===== src/rtl/mrpts_pkg.sv =====
package mrpts_pkg;

   typedef struct packed {
      logic        kind;
      logic [31:0] period_ms;
   } req_type;

   typedef struct packed {
      logic [1:0]  event_res;
      logic [3:0]  series_index;
      logic [31:0] tick_period;
      logic        last;
   } rsp_type;

   typedef enum logic [2:0] {
      ST_IDLE,
      ST_GCD,
      ST_READ,
      ST_EVAL,
      ST_DONE
   } state_type;

   localparam logic KIND_REGISTER = 1'b0;
   localparam logic KIND_TICK     = 1'b1;

   localparam logic [1:0] EV_REGISTERED = 2'd0;
   localparam logic [1:0] EV_FIRED      = 2'd1;
   localparam logic [1:0] EV_FULL       = 2'd2;

endpackage


===== src/rtl/mrpts_ram.sv =====
module mrpts_ram #(
   parameter int WIDTH = 8,
   parameter int DEPTH = 16,
   localparam int ADDR_W = (DEPTH > 1) ? $clog2(DEPTH) : 1
) (
   input  logic              clock,
   input  logic              wr_en,
   input  logic [ADDR_W-1:0] wr_addr,
   input  logic [WIDTH-1:0]  wr_data,
   input  logic              rd_en,
   input  logic [ADDR_W-1:0] rd_addr,
   output logic [WIDTH-1:0]  rd_data
);

   logic [WIDTH-1:0] mem_ff [DEPTH];
   logic [WIDTH-1:0] rd_data_ff;

   always_ff @(posedge clock) begin
      if (wr_en) begin
         mem_ff[wr_addr] <= wr_data;
      end
      if (rd_en) begin
         rd_data_ff <= mem_ff[rd_addr];
      end
   end

   assign rd_data = rd_data_ff;

endmodule


===== src/rtl/multi_rate_periodic_tick_scheduler_top.sv =====
// Register beat: table full answers in the cycle after start; otherwise a binary
// gcd runs one step per cycle, then answers.
// Tick beat: per registered series, a memory read then an update; then done.
// One beat at a time; busy stays high until the last result has been issued.
// Synchronous reset clears series count, metronome period and control; the
// series memory needs no clearing pass. Results are strobes and cannot be stalled.
module multi_rate_periodic_tick_scheduler_top #(
   parameter int MAX_SERIES  = 16,
   parameter int PERIOD_BITS = 32
) (
   input  logic              clock,
   input  logic              reset,
   input  logic              start,
   output logic              busy,
   input  mrpts_pkg::req_type req_data,
   output logic              rsp_strobe,
   output mrpts_pkg::rsp_type rsp_data
);

   localparam int PB     = PERIOD_BITS;
   localparam int IDX_W  = (MAX_SERIES > 1) ? $clog2(MAX_SERIES) : 1;
   localparam int CNT_W  = $clog2(MAX_SERIES + 1);
   localparam int K_W    = $clog2(PERIOD_BITS + 1);
   localparam int MEM_W  = 2 * PERIOD_BITS + 1;

   mrpts_pkg::state_type state_ff, state_in;
   logic [CNT_W-1:0]  count_ff, count_in;
   logic [PB-1:0]     metro_ff, metro_in;
   logic [IDX_W-1:0]  idx_ff, idx_in;
   logic [PB-1:0]     a_ff, a_in, b_ff, b_in, p_ff, p_in;
   logic [K_W-1:0]    k_ff, k_in;
   logic              pend_ff, pend_in;
   logic [IDX_W-1:0]  pend_idx_ff, pend_idx_in;
   logic              rsp_strobe_ff, rsp_strobe_in;
   mrpts_pkg::rsp_type rsp_data_ff, rsp_data_in;

   logic              wr_en, rd_en;
   logic [IDX_W-1:0]  wr_addr;
   logic [MEM_W-1:0]  wr_data, rd_data;

   logic [PB+31:0]    p_ext;
   logic [PB-1:0]     p_req;
   logic [PB-1:0]     per, gcd_val;
   logic [PB:0]       acc, acc_sum, per_gap;
   logic [PB:0]       diff_ab, diff_ba;
   logic              fire, accept, is_last, full;
   logic [IDX_W-1:0]  out_idx;
   logic [IDX_W+3:0]  out_idx_ext;
   logic [PB+31:0]    metro_ext;

   mrpts_ram #(
      .WIDTH (MEM_W),
      .DEPTH (MAX_SERIES)
   ) u_series_ram (
      .clock   (clock),
      .wr_en   (wr_en),
      .wr_addr (wr_addr),
      .wr_data (wr_data),
      .rd_en   (rd_en),
      .rd_addr (idx_ff),
      .rd_data (rd_data)
   );

   assign accept  = start && (state_ff == mrpts_pkg::ST_IDLE);
   assign busy    = (state_ff != mrpts_pkg::ST_IDLE);
   assign p_ext   = {{PB{1'b0}}, req_data.period_ms};
   assign p_req   = p_ext[PB-1:0];
   assign full    = (count_ff == CNT_W'(MAX_SERIES));
   assign is_last = ((CNT_W'(idx_ff) + CNT_W'(1)) == count_ff);

   assign per     = rd_data[MEM_W-1 -: PB];
   assign acc     = rd_data[PB:0];
   assign per_gap = {1'b0, per} - {1'b0, metro_ff};
   assign acc_sum = acc + {1'b0, metro_ff};
   assign fire    = (metro_ff >= per) || (acc >= per_gap);

   assign diff_ab = {1'b0, a_ff} - {1'b0, b_ff};
   assign diff_ba = {1'b0, b_ff} - {1'b0, a_ff};
   assign gcd_val = ((a_ff == '0) ? b_ff : a_ff) << k_ff;

   assign out_idx_ext = {4'b0, out_idx};
   assign metro_ext   = {32'b0, metro_in};

   always_comb begin
      state_in      = state_ff;
      count_in      = count_ff;
      metro_in      = metro_ff;
      idx_in        = idx_ff;
      a_in          = a_ff;
      b_in          = b_ff;
      k_in          = k_ff;
      p_in          = p_ff;
      pend_in       = pend_ff;
      pend_idx_in   = pend_idx_ff;
      rsp_strobe_in = 1'b0;
      out_idx       = '0;
      wr_en         = 1'b0;
      wr_addr       = idx_ff;
      wr_data       = '0;
      rd_en         = 1'b0;
      rsp_data_in.event_res = mrpts_pkg::EV_FIRED;
      rsp_data_in.last      = 1'b0;

      case (state_ff)
         mrpts_pkg::ST_IDLE: begin
            if (accept) begin
               if (req_data.kind == mrpts_pkg::KIND_REGISTER) begin
                  if (full) begin
                     rsp_strobe_in         = 1'b1;
                     rsp_data_in.event_res = mrpts_pkg::EV_FULL;
                     rsp_data_in.last      = 1'b1;
                  end else begin
                     a_in     = p_req;
                     b_in     = metro_ff;
                     k_in     = '0;
                     p_in     = p_req;
                     state_in = mrpts_pkg::ST_GCD;
                  end
               end else if (count_ff != '0) begin
                  idx_in   = '0;
                  pend_in  = 1'b0;
                  state_in = mrpts_pkg::ST_READ;
               end
            end
         end
         mrpts_pkg::ST_GCD: begin
            if ((a_ff == '0) || (b_ff == '0)) begin
               // gcd settled: append the series with a cleared accumulator
               metro_in              = gcd_val;
               wr_en                 = 1'b1;
               wr_addr               = count_ff[IDX_W-1:0];
               wr_data               = {p_ff, {(PB+1){1'b0}}};
               count_in              = count_ff + CNT_W'(1);
               out_idx               = count_ff[IDX_W-1:0];
               rsp_strobe_in         = 1'b1;
               rsp_data_in.event_res = mrpts_pkg::EV_REGISTERED;
               rsp_data_in.last      = 1'b1;
               state_in              = mrpts_pkg::ST_IDLE;
            end else if (!a_ff[0] && !b_ff[0]) begin
               a_in = a_ff >> 1;
               b_in = b_ff >> 1;
               k_in = k_ff + K_W'(1);
            end else if (!a_ff[0]) begin
               a_in = a_ff >> 1;
            end else if (!b_ff[0]) begin
               b_in = b_ff >> 1;
            end else if (!diff_ab[PB]) begin
               a_in = diff_ab[PB:1];
            end else begin
               b_in = diff_ba[PB:1];
            end
         end
         mrpts_pkg::ST_READ: begin
            rd_en    = 1'b1;
            state_in = mrpts_pkg::ST_EVAL;
         end
         mrpts_pkg::ST_EVAL: begin
            wr_en   = 1'b1;
            wr_data = {per, fire ? {(PB+1){1'b0}} : acc_sum};
            if (fire) begin
               // hold one firing back so the final one can carry last
               if (pend_ff) begin
                  rsp_strobe_in = 1'b1;
                  out_idx       = pend_idx_ff;
               end
               pend_in     = 1'b1;
               pend_idx_in = idx_ff;
            end
            if (is_last) begin
               state_in = mrpts_pkg::ST_DONE;
            end else begin
               idx_in   = idx_ff + IDX_W'(1);
               state_in = mrpts_pkg::ST_READ;
            end
         end
         mrpts_pkg::ST_DONE: begin
            if (pend_ff) begin
               rsp_strobe_in    = 1'b1;
               out_idx          = pend_idx_ff;
               rsp_data_in.last = 1'b1;
            end
            pend_in  = 1'b0;
            state_in = mrpts_pkg::ST_IDLE;
         end
         default: begin
            state_in = mrpts_pkg::ST_IDLE;
         end
      endcase

      rsp_data_in.series_index = out_idx_ext[3:0];
      rsp_data_in.tick_period  = metro_ext[31:0];
   end

   always_ff @(posedge clock) begin
      if (reset) begin
         state_ff      <= mrpts_pkg::ST_IDLE;
         count_ff      <= '0;
         metro_ff      <= '0;
         pend_ff       <= 1'b0;
         rsp_strobe_ff <= 1'b0;
      end else begin
         state_ff      <= state_in;
         count_ff      <= count_in;
         metro_ff      <= metro_in;
         pend_ff       <= pend_in;
         rsp_strobe_ff <= rsp_strobe_in;
      end
   end

   always_ff @(posedge clock) begin
      idx_ff      <= idx_in;
      a_ff        <= a_in;
      b_ff        <= b_in;
      k_ff        <= k_in;
      p_ff        <= p_in;
      pend_idx_ff <= pend_idx_in;
      rsp_data_ff <= rsp_data_in;
   end

   assign rsp_strobe = rsp_strobe_ff;
   assign rsp_data   = rsp_data_ff;

endmodule

===== config.mk =====
export PLATFORM = sky130hd
export DESIGN_NAME = multi_rate_periodic_tick_scheduler_top
export DESIGN_NICKNAME = d
export VERILOG_FILES = /design/src/rtl/mrpts_pkg.sv /design/src/rtl/mrpts_ram.sv /design/src/rtl/multi_rate_periodic_tick_scheduler_top.sv
export SDC_FILE = /design/constraint.sdc
export NUM_CORES = 2
export LEC_CHECK = 0
export BUFFER_PORTS_ARGS = -buffer_cell sky130_fd_sc_hd__buf_2
export CELL_PAD_IN_SITES_DETAIL_PLACEMENT = 1
export CELL_PAD_IN_SITES_GLOBAL_PLACEMENT = 2
export CORE_ASPECT_RATIO = 1.4
export CORE_UTILIZATION = 43
export CTS_BUF_LIST = sky130_fd_sc_hd__clkbuf_8 sky130_fd_sc_hd__clkbuf_16
export DETAILED_ROUTE_END_ITERATION = 8
export PLACE_DENSITY = 0.75
export SYNTH_ARGS = -nofsm -noshare
export SYNTH_HDL_FRONTEND = slang
export SYNTH_SLANG_ARGS = --single-unit

===== constraint.sdc =====
create_clock -name clock -period 6.6 [get_ports clock]
set_input_delay 0.99 -clock clock [delete_from_list [all_inputs] [get_ports clock]]
set_output_delay 0.99 -clock clock [all_outputs]
set_load 0.01 [all_outputs]

Yosys cells after proc, flatten, opt, wreduce, memory -nomap -nowiden --
Memories as Yosys holds them, arrays and structs flattened. A register that Yosys moved wholly into a read port is not among the register bits. Cells that the tools add are included.
Word-level totals: memory bits (writable) 1040, output and inout bits 41, register bits after elaboration 191, word-level logic and storage cells 148, memories 1
Memories:
- u_series_ram.mem_ff | depth 16, bits a word 65, rd ports 1, clocked after memory_dff 1, wr ports 1, line mrpts_ram.sv:15 | logic [WIDTH-1:0] mem_ff [DEPTH];
Cells by class: magnitude comparators 2, mux-type cells 70, $add $sub $neg 8, bitwise operators 2, reductions and logical operators 25, shift-type cells 1, equality and inequality tests 22
Operators by type and width (number):
- 32-bit 2-to-1 mux | 19
- 65-bit case mux with 2 select lines | 1
- 32-bit case mux with 2 select lines | 2
- 32-bit by 32-bit subtractor with 33-bit output | 3
- 65-bit 2-to-1 mux | 1
- 32-bit zero test | 2
- 4-bit 2-to-1 mux | 9
- 33-bit by 32-bit adder with 33-bit output | 1
- 33-bit >= comparator | 1
- 33-bit 2-to-1 mux | 1
- 32-bit >= comparator | 1
- 32-bit by 6-bit << shifter with 32-bit output | 1
- 6-bit 2-to-1 mux | 5
- 3-bit 2-to-1 mux | 6
- 2-bit inequality test (second input constant) | 9
- 5-bit AND reduction | 3
- 1-bit 2-to-1 mux | 14
- 7-bit AND reduction | 2
- 4-bit inequality test (second input constant) | 3
- 3-bit case mux with 4 select lines | 1
- 4-bit case mux with 3 select lines | 1
- 6-bit case mux with 2 select lines | 1
- 6-bit AND reduction | 2
- 4-bit case mux with 2 select lines | 1
- 27 further kinds | 40

Logic depth before layout (Yosys ltp) --
depth in word-level cells 7, mapped depth 25, mapped depth without buffers 24

By module --
A second synthesis with hierarchy kept.
Unflattened totals: cell total of the unflattened synthesis 3739, area total of the unflattened synthesis 58029.4 µm²
Modules (own cells, without submodules):
- mrpts_ram | instances 1, area an instance 40890.5 µm², cells each 1673
- multi_rate_periodic_tick_scheduler_top | instances 1, area an instance 17138.9 µm², cells each 2066

Least setup slack after synthesis --
No wires, ideal clock.
path type register to register, start reg u_series_ram.rd_data_ff[33] (netlist: u_series_ram.rd_data[33]) (read register of u_series_ram.mem_ff), end mem u_series_ram.mem_ff[0][16] in the netlist's numbering, data pin, arrival 5676 ps, library setup time 490 ps, buffers on the path 1, path slack 434 ps, stages on the path, launching flop included 24, data required time 6110 ps, path through edfxtp_1 -> inv_1 -> ha_1 -> inv_1 -> fa_1 -> a21o_1 -> a21oi_1 -> o21ai_0 -> a21oi_1 -> o41ai_1 -> a211o_1 -> a221oi_1 -> xor2_1 -> ha_1 -> a21o_1 -> a21o_1 -> a21oi_1 -> nand2_1 -> a21oi_1 -> o211ai_1 -> a211oi_2 -> nand2_1 -> clkbuf_1 -> a2111oi_0
On the way: longest elaborated chain between the ends 5
Ends and longest elaborated chain:
- start: declaration | line mrpts_ram.sv:16 | logic [WIDTH-1:0] rd_data_ff;
- 32-bit by 32-bit subtractor with 33-bit output | line multi_rate_periodic_tick_scheduler_top.sv:73 | assign per_gap = {1'b0, per} - {1'b0, metro_ff};
- 33-bit >= comparator | line multi_rate_periodic_tick_scheduler_top.sv:75 | assign fire = (metro_ff >= per) || (acc >= per_gap);
- 1-bit logical OR (*) | line multi_rate_periodic_tick_scheduler_top.sv:75
- 33-bit 2-to-1 mux (*) | line multi_rate_periodic_tick_scheduler_top.sv:159 | wr_data = {per, fire ? {(PB+1){1'b0}} : acc_sum};
- 65-bit case mux with 2 select lines (*) | line multi_rate_periodic_tick_scheduler_top.sv:104 | case (state_ff)
- net u_series_ram.wr_data[16] | line mrpts_ram.sv:9 | input logic [WIDTH-1:0] wr_data,
- end: declaration | line mrpts_ram.sv:15
The timed path passes the listed nets; every way through them passes the cells marked *.

Final worst setup path --
start reg u_series_ram.rd_data_ff[33] (netlist: u_series_ram.rd_data[33]) (read register of u_series_ram.mem_ff), end mem u_series_ram.mem_ff[2][6] in the netlist's numbering, data pin
The elaborated chain is that of the path after synthesis.

==> flow_summary.json <==
{
  "status": "finished, final reports clean",
  "crit_top_cell": "a21oi_1",
  "dr.pass1.iters": 5,
  "vdd_drop_max_uv": 252,
  "cts_resized": 0,
  "grt_first_pass_wirelength_mm": 264,
  "critical_path_required_ns": 7.00,
  "intPower_mw": 14.2,
  "area_growth_pct": 12.4,
  "synth_compound_area_share_pct": 8.48,
  "grt_pass1_vias": 36600,
  "chipWidth_um": 314,
  "pwr-share-clk_pct": 36.2,
  "grt_overflow": 0,
  "top_layer": "met5",
  "cap_violations": 0,
  "root_buffer": "clkbuf_16",
  "layout.nets": 3979,
  "ys_seq_area_share_pct": 65.0,
  "synth_top_family_by_area": "multiplexers",
  "p_comb_share_pct": 16.4,
  "io_buffers": 76,
  "vias_per_cell": 6.16,
  "p_per_area_nw_per_um2": 297,
  "holdBufCountCts": 0,
  "dieArea_um2": 138000,
  "clock-sinks": 1296,
  "hold_viol_final": 0,
  "path_clk_slew_ns": 0.07,
  "crit_start": "u_series_ram.rd_data[33]",
  "die_h_um": 439,
  "yosys.area.top_type_share_pct": 62.3,
  "start_kind": "flop",
  "path_cells": "inv_1, ha_1, inv_1, fa_1, a21o_1, a21oi_1, o21ai_0, a21oi_1, o41ai_1, a211o_1, a221oi_1, xor2_1, ha_1, a21o_1, a21o_1, a21oi_1, nand2_1, a21oi_1, o211ai_1, a211oi_2, buf_4, nand2_1, buf_4, nor2_1",
  "hold_path.class": "input pin to flop",
  "critPathSlowestCell": "nor2_1",
  "wl_met3_mm": 9.03,
  "net-switching-power_mw": 5.36,
  "cpPeakStageDelay_ns": 0.85,
  "antenna_found_initial": 15,
  "synthSimpleGateAreaFrac_pct": 5.39,
  "crit_path_end_kind": "flop",
  "synth.mux.area_fraction_pct": 13.5,
  "path_max_fanout": 16,
  "drt-total-wl_mm": 185,
  "yosys_warnings": 0,
  "routedWlPerCell_um": 32.7,
  "tritoncts": "built",
  "met2WireLength_mm": 94.2,
  "power.sequential.fraction_pct": 47.4,
  "slew-limit-headroom_pct": 13.5,
  "yosys-top-cells-area": "edfxtp_1, mux4_2, ha_1",
  "clock_latency_ns": 0.75,
  "fin_worst_skew_ns": 0.0407,
  "dpl.hpwl_mm": 127,
  "min_from": "req_data[16]",
  "final_core_util_pct": 48.9,
  "synth-async-reset-ratio_pct": 0,
  "power_switching_share_pct": 27.4,
  "ios": 77,
  "r2r-start": "u_series_ram.rd_data[33]",
  "synth_edf_count": 1215,
  "fmax_mhz": 160,
  "cts_buffer_depth": 3,
  "synth_cells": 3650,
  "fin_tns_setup_ns": 0,
  "antenna_left": 0,
  "drc": 0,
  "synth.net_count": 3853,
  "core_um2": 135000,
  "synthAdderAreaFrac_pct": 3.62,
  "fin_crit_sh_pct": 94.5,
  "final_max_slew_viol_count": 0,
  "rows": 159,
  "h-tree-depth": 3,
  "cp.arrival_ns": 6.64,
  "syn_area_per_cell_um2": 16.1,
  "drive_gt1_share_pct": 20.9,
  "post-route-min-period_ns": 6.24,
  "power_leakage_nw": 20.7,
  "rsz0062_at_grt": "no",
  "tightest_slew_ns": 1.30,
  "ys_ff_latch": 1296,
  "drt-met1-wl_mm": 72.0,
  "yosysUniqueCellTypes": 95,
  "synth_xor_area_share_pct": 1.73,
  "start_util_pct": 43.5,
  "yosysTopAreaCell": "edfxtp_1",
  "post_cts_buffers": 0,
  "synth_ff_type": "edfxtp_1",
  "syn-cell-area_um2": 58600,
  "grt_usage_pct": 26.9,
  "routabilityCongestion": 0.938,
  "numCtsBuffers": 119,
  "setup_viol": 0,
  "vias": 34800,
  "first_iter_violations": 3267,
  "critical_path_class": "flop to flop",
  "power.total_mw": 19.6,
  "grt_max_degree": 86
}
[sequential cells by signal, indices dropped and copies added, names as in the netlist]
register / cells
u_series_ram.mem_ff: 1040
u_series_ram.rd_data: 65
rsp_data: 39
a_ff: 32
b_ff: 32
metro_ff: 32
p_ff: 32
k_ff: 6
count_ff: 5
idx_ff: 4
pend_idx_ff: 4
state_ff: 3
pend_ff: 1
rsp_strobe: 1
[routing by layer]
layer  track usage, %  up-vias
li1                 -    14800
met1             33.3    18500
met2             46.5     1179
met3             3.32      324
met4             12.9       14
met5                0        -
[synthesized netlist by cell type, types with 32 or more instances]
cell type and number:
inv_1 137, a21o_1 83, xnor2_1 71, clkbuf_1 131
o21ai_0 98, mux2i_1 32, nand2_1 148, a21oi_1 164
ha_1 163, a22o_1 41, nor3_1 52, dfxtp_1 81
o21ai_1 34, nor2b_1 41, edfxtp_1 1215, nor2_1 232
nand3_1 41, xor2_1 45, mux4_2 332
[final timing paths]
check,cells past startpoint,slack [ns],end
max,24,0.36,u_series_ram.mem_ff[2][6]
min,1,0.45,p_ff[16]
max reg2reg,24,0.36,u_series_ram.mem_ff[2][6]
min reg2reg,1,0.47,rsp_data[34]
[final cells by class]
| cell class | count | area [µm²] |
|---|---|---|
| clock buffer | 130 | 3220 |
| sequential | 1296 | 38100 |
| clock inverter | 91 | 808 |
| inverter | 141 | 534 |
| antenna | 4 | 10.0 |
| fill | 12700 | 68800 |
| tap | 1771 | 2220 |
| timing repair buffer | 194 | 1580 |
| multi-input combinational | 2024 | 19400 |
[power by group through the flow]
stage | Sequential [mW] | Combinational, mW | Clock, mW
finish | 9.27 | 3.22 | 7.08
global route | 9.27 | 3.42 | 7.42
CTS | 9.27 | 3.20 | 7.19
detailed placement | 9.44 | 3.18 | 0
global placement | 9.44 | 3.18 | 0
floorplan | 9.33 | 2.20 | 0
[logic make-up after synthesis]
logic type / count (synthesis)
AOI/OAI and AO/OA: 704
xor gates and xnor gates: 116
adders and majority gates: 167
buffers and inverters: 330
DFF: 1296
muxes: 374
and+or+nand+nor: 663
[cell usage in the layout (no fill, tap or decap), drive strengths merged, types with 19 or more instances in the layout]
master and instances:
a31oi 28, nand2 148, ha 163, mux2i 32, a22o 41, clkbuf 130, o22ai 19, clkinv 62
nor3 58, mux4 332, nor4 20, o21ai 132, xnor2 71, nand3 41, a21o 83, nor2 233
dfxtp 81, o21a 21, nor2b 42, nand2b 21, nand4 30, xor2 45, a21oi 165, edfxtp 1215
a221oi 40, inv 154, o21bai 24, buf 194, o31ai 19
[worst max-delay path: cells and delay by family (launching register included)]
family	cells	cell delay (ns)
fa+ha+maj	3	0.88
buf+inv	4	0.64
simple gates	3	1.01
xor+xnor	1	0.22
flops	1	0.36
compound gates	13	2.76
[stage by stage]
stage	hold WS [ns]	area (µm²)	instances	worst slack [ns]
3_5_place_dp	0.456	61800	5426	0.405
6_report	0.445	65800	5651	0.361
4_1_cts	0.383	65800	5647	0.360
3_3_place_gp	0.439	61800	5426	0.651
5_1_grt	0.431	65800	5650	0.0602
2_1_floorplan	0.424	58600	3650	0.434
Note: power is estimated with default switching activity, not from simulation.
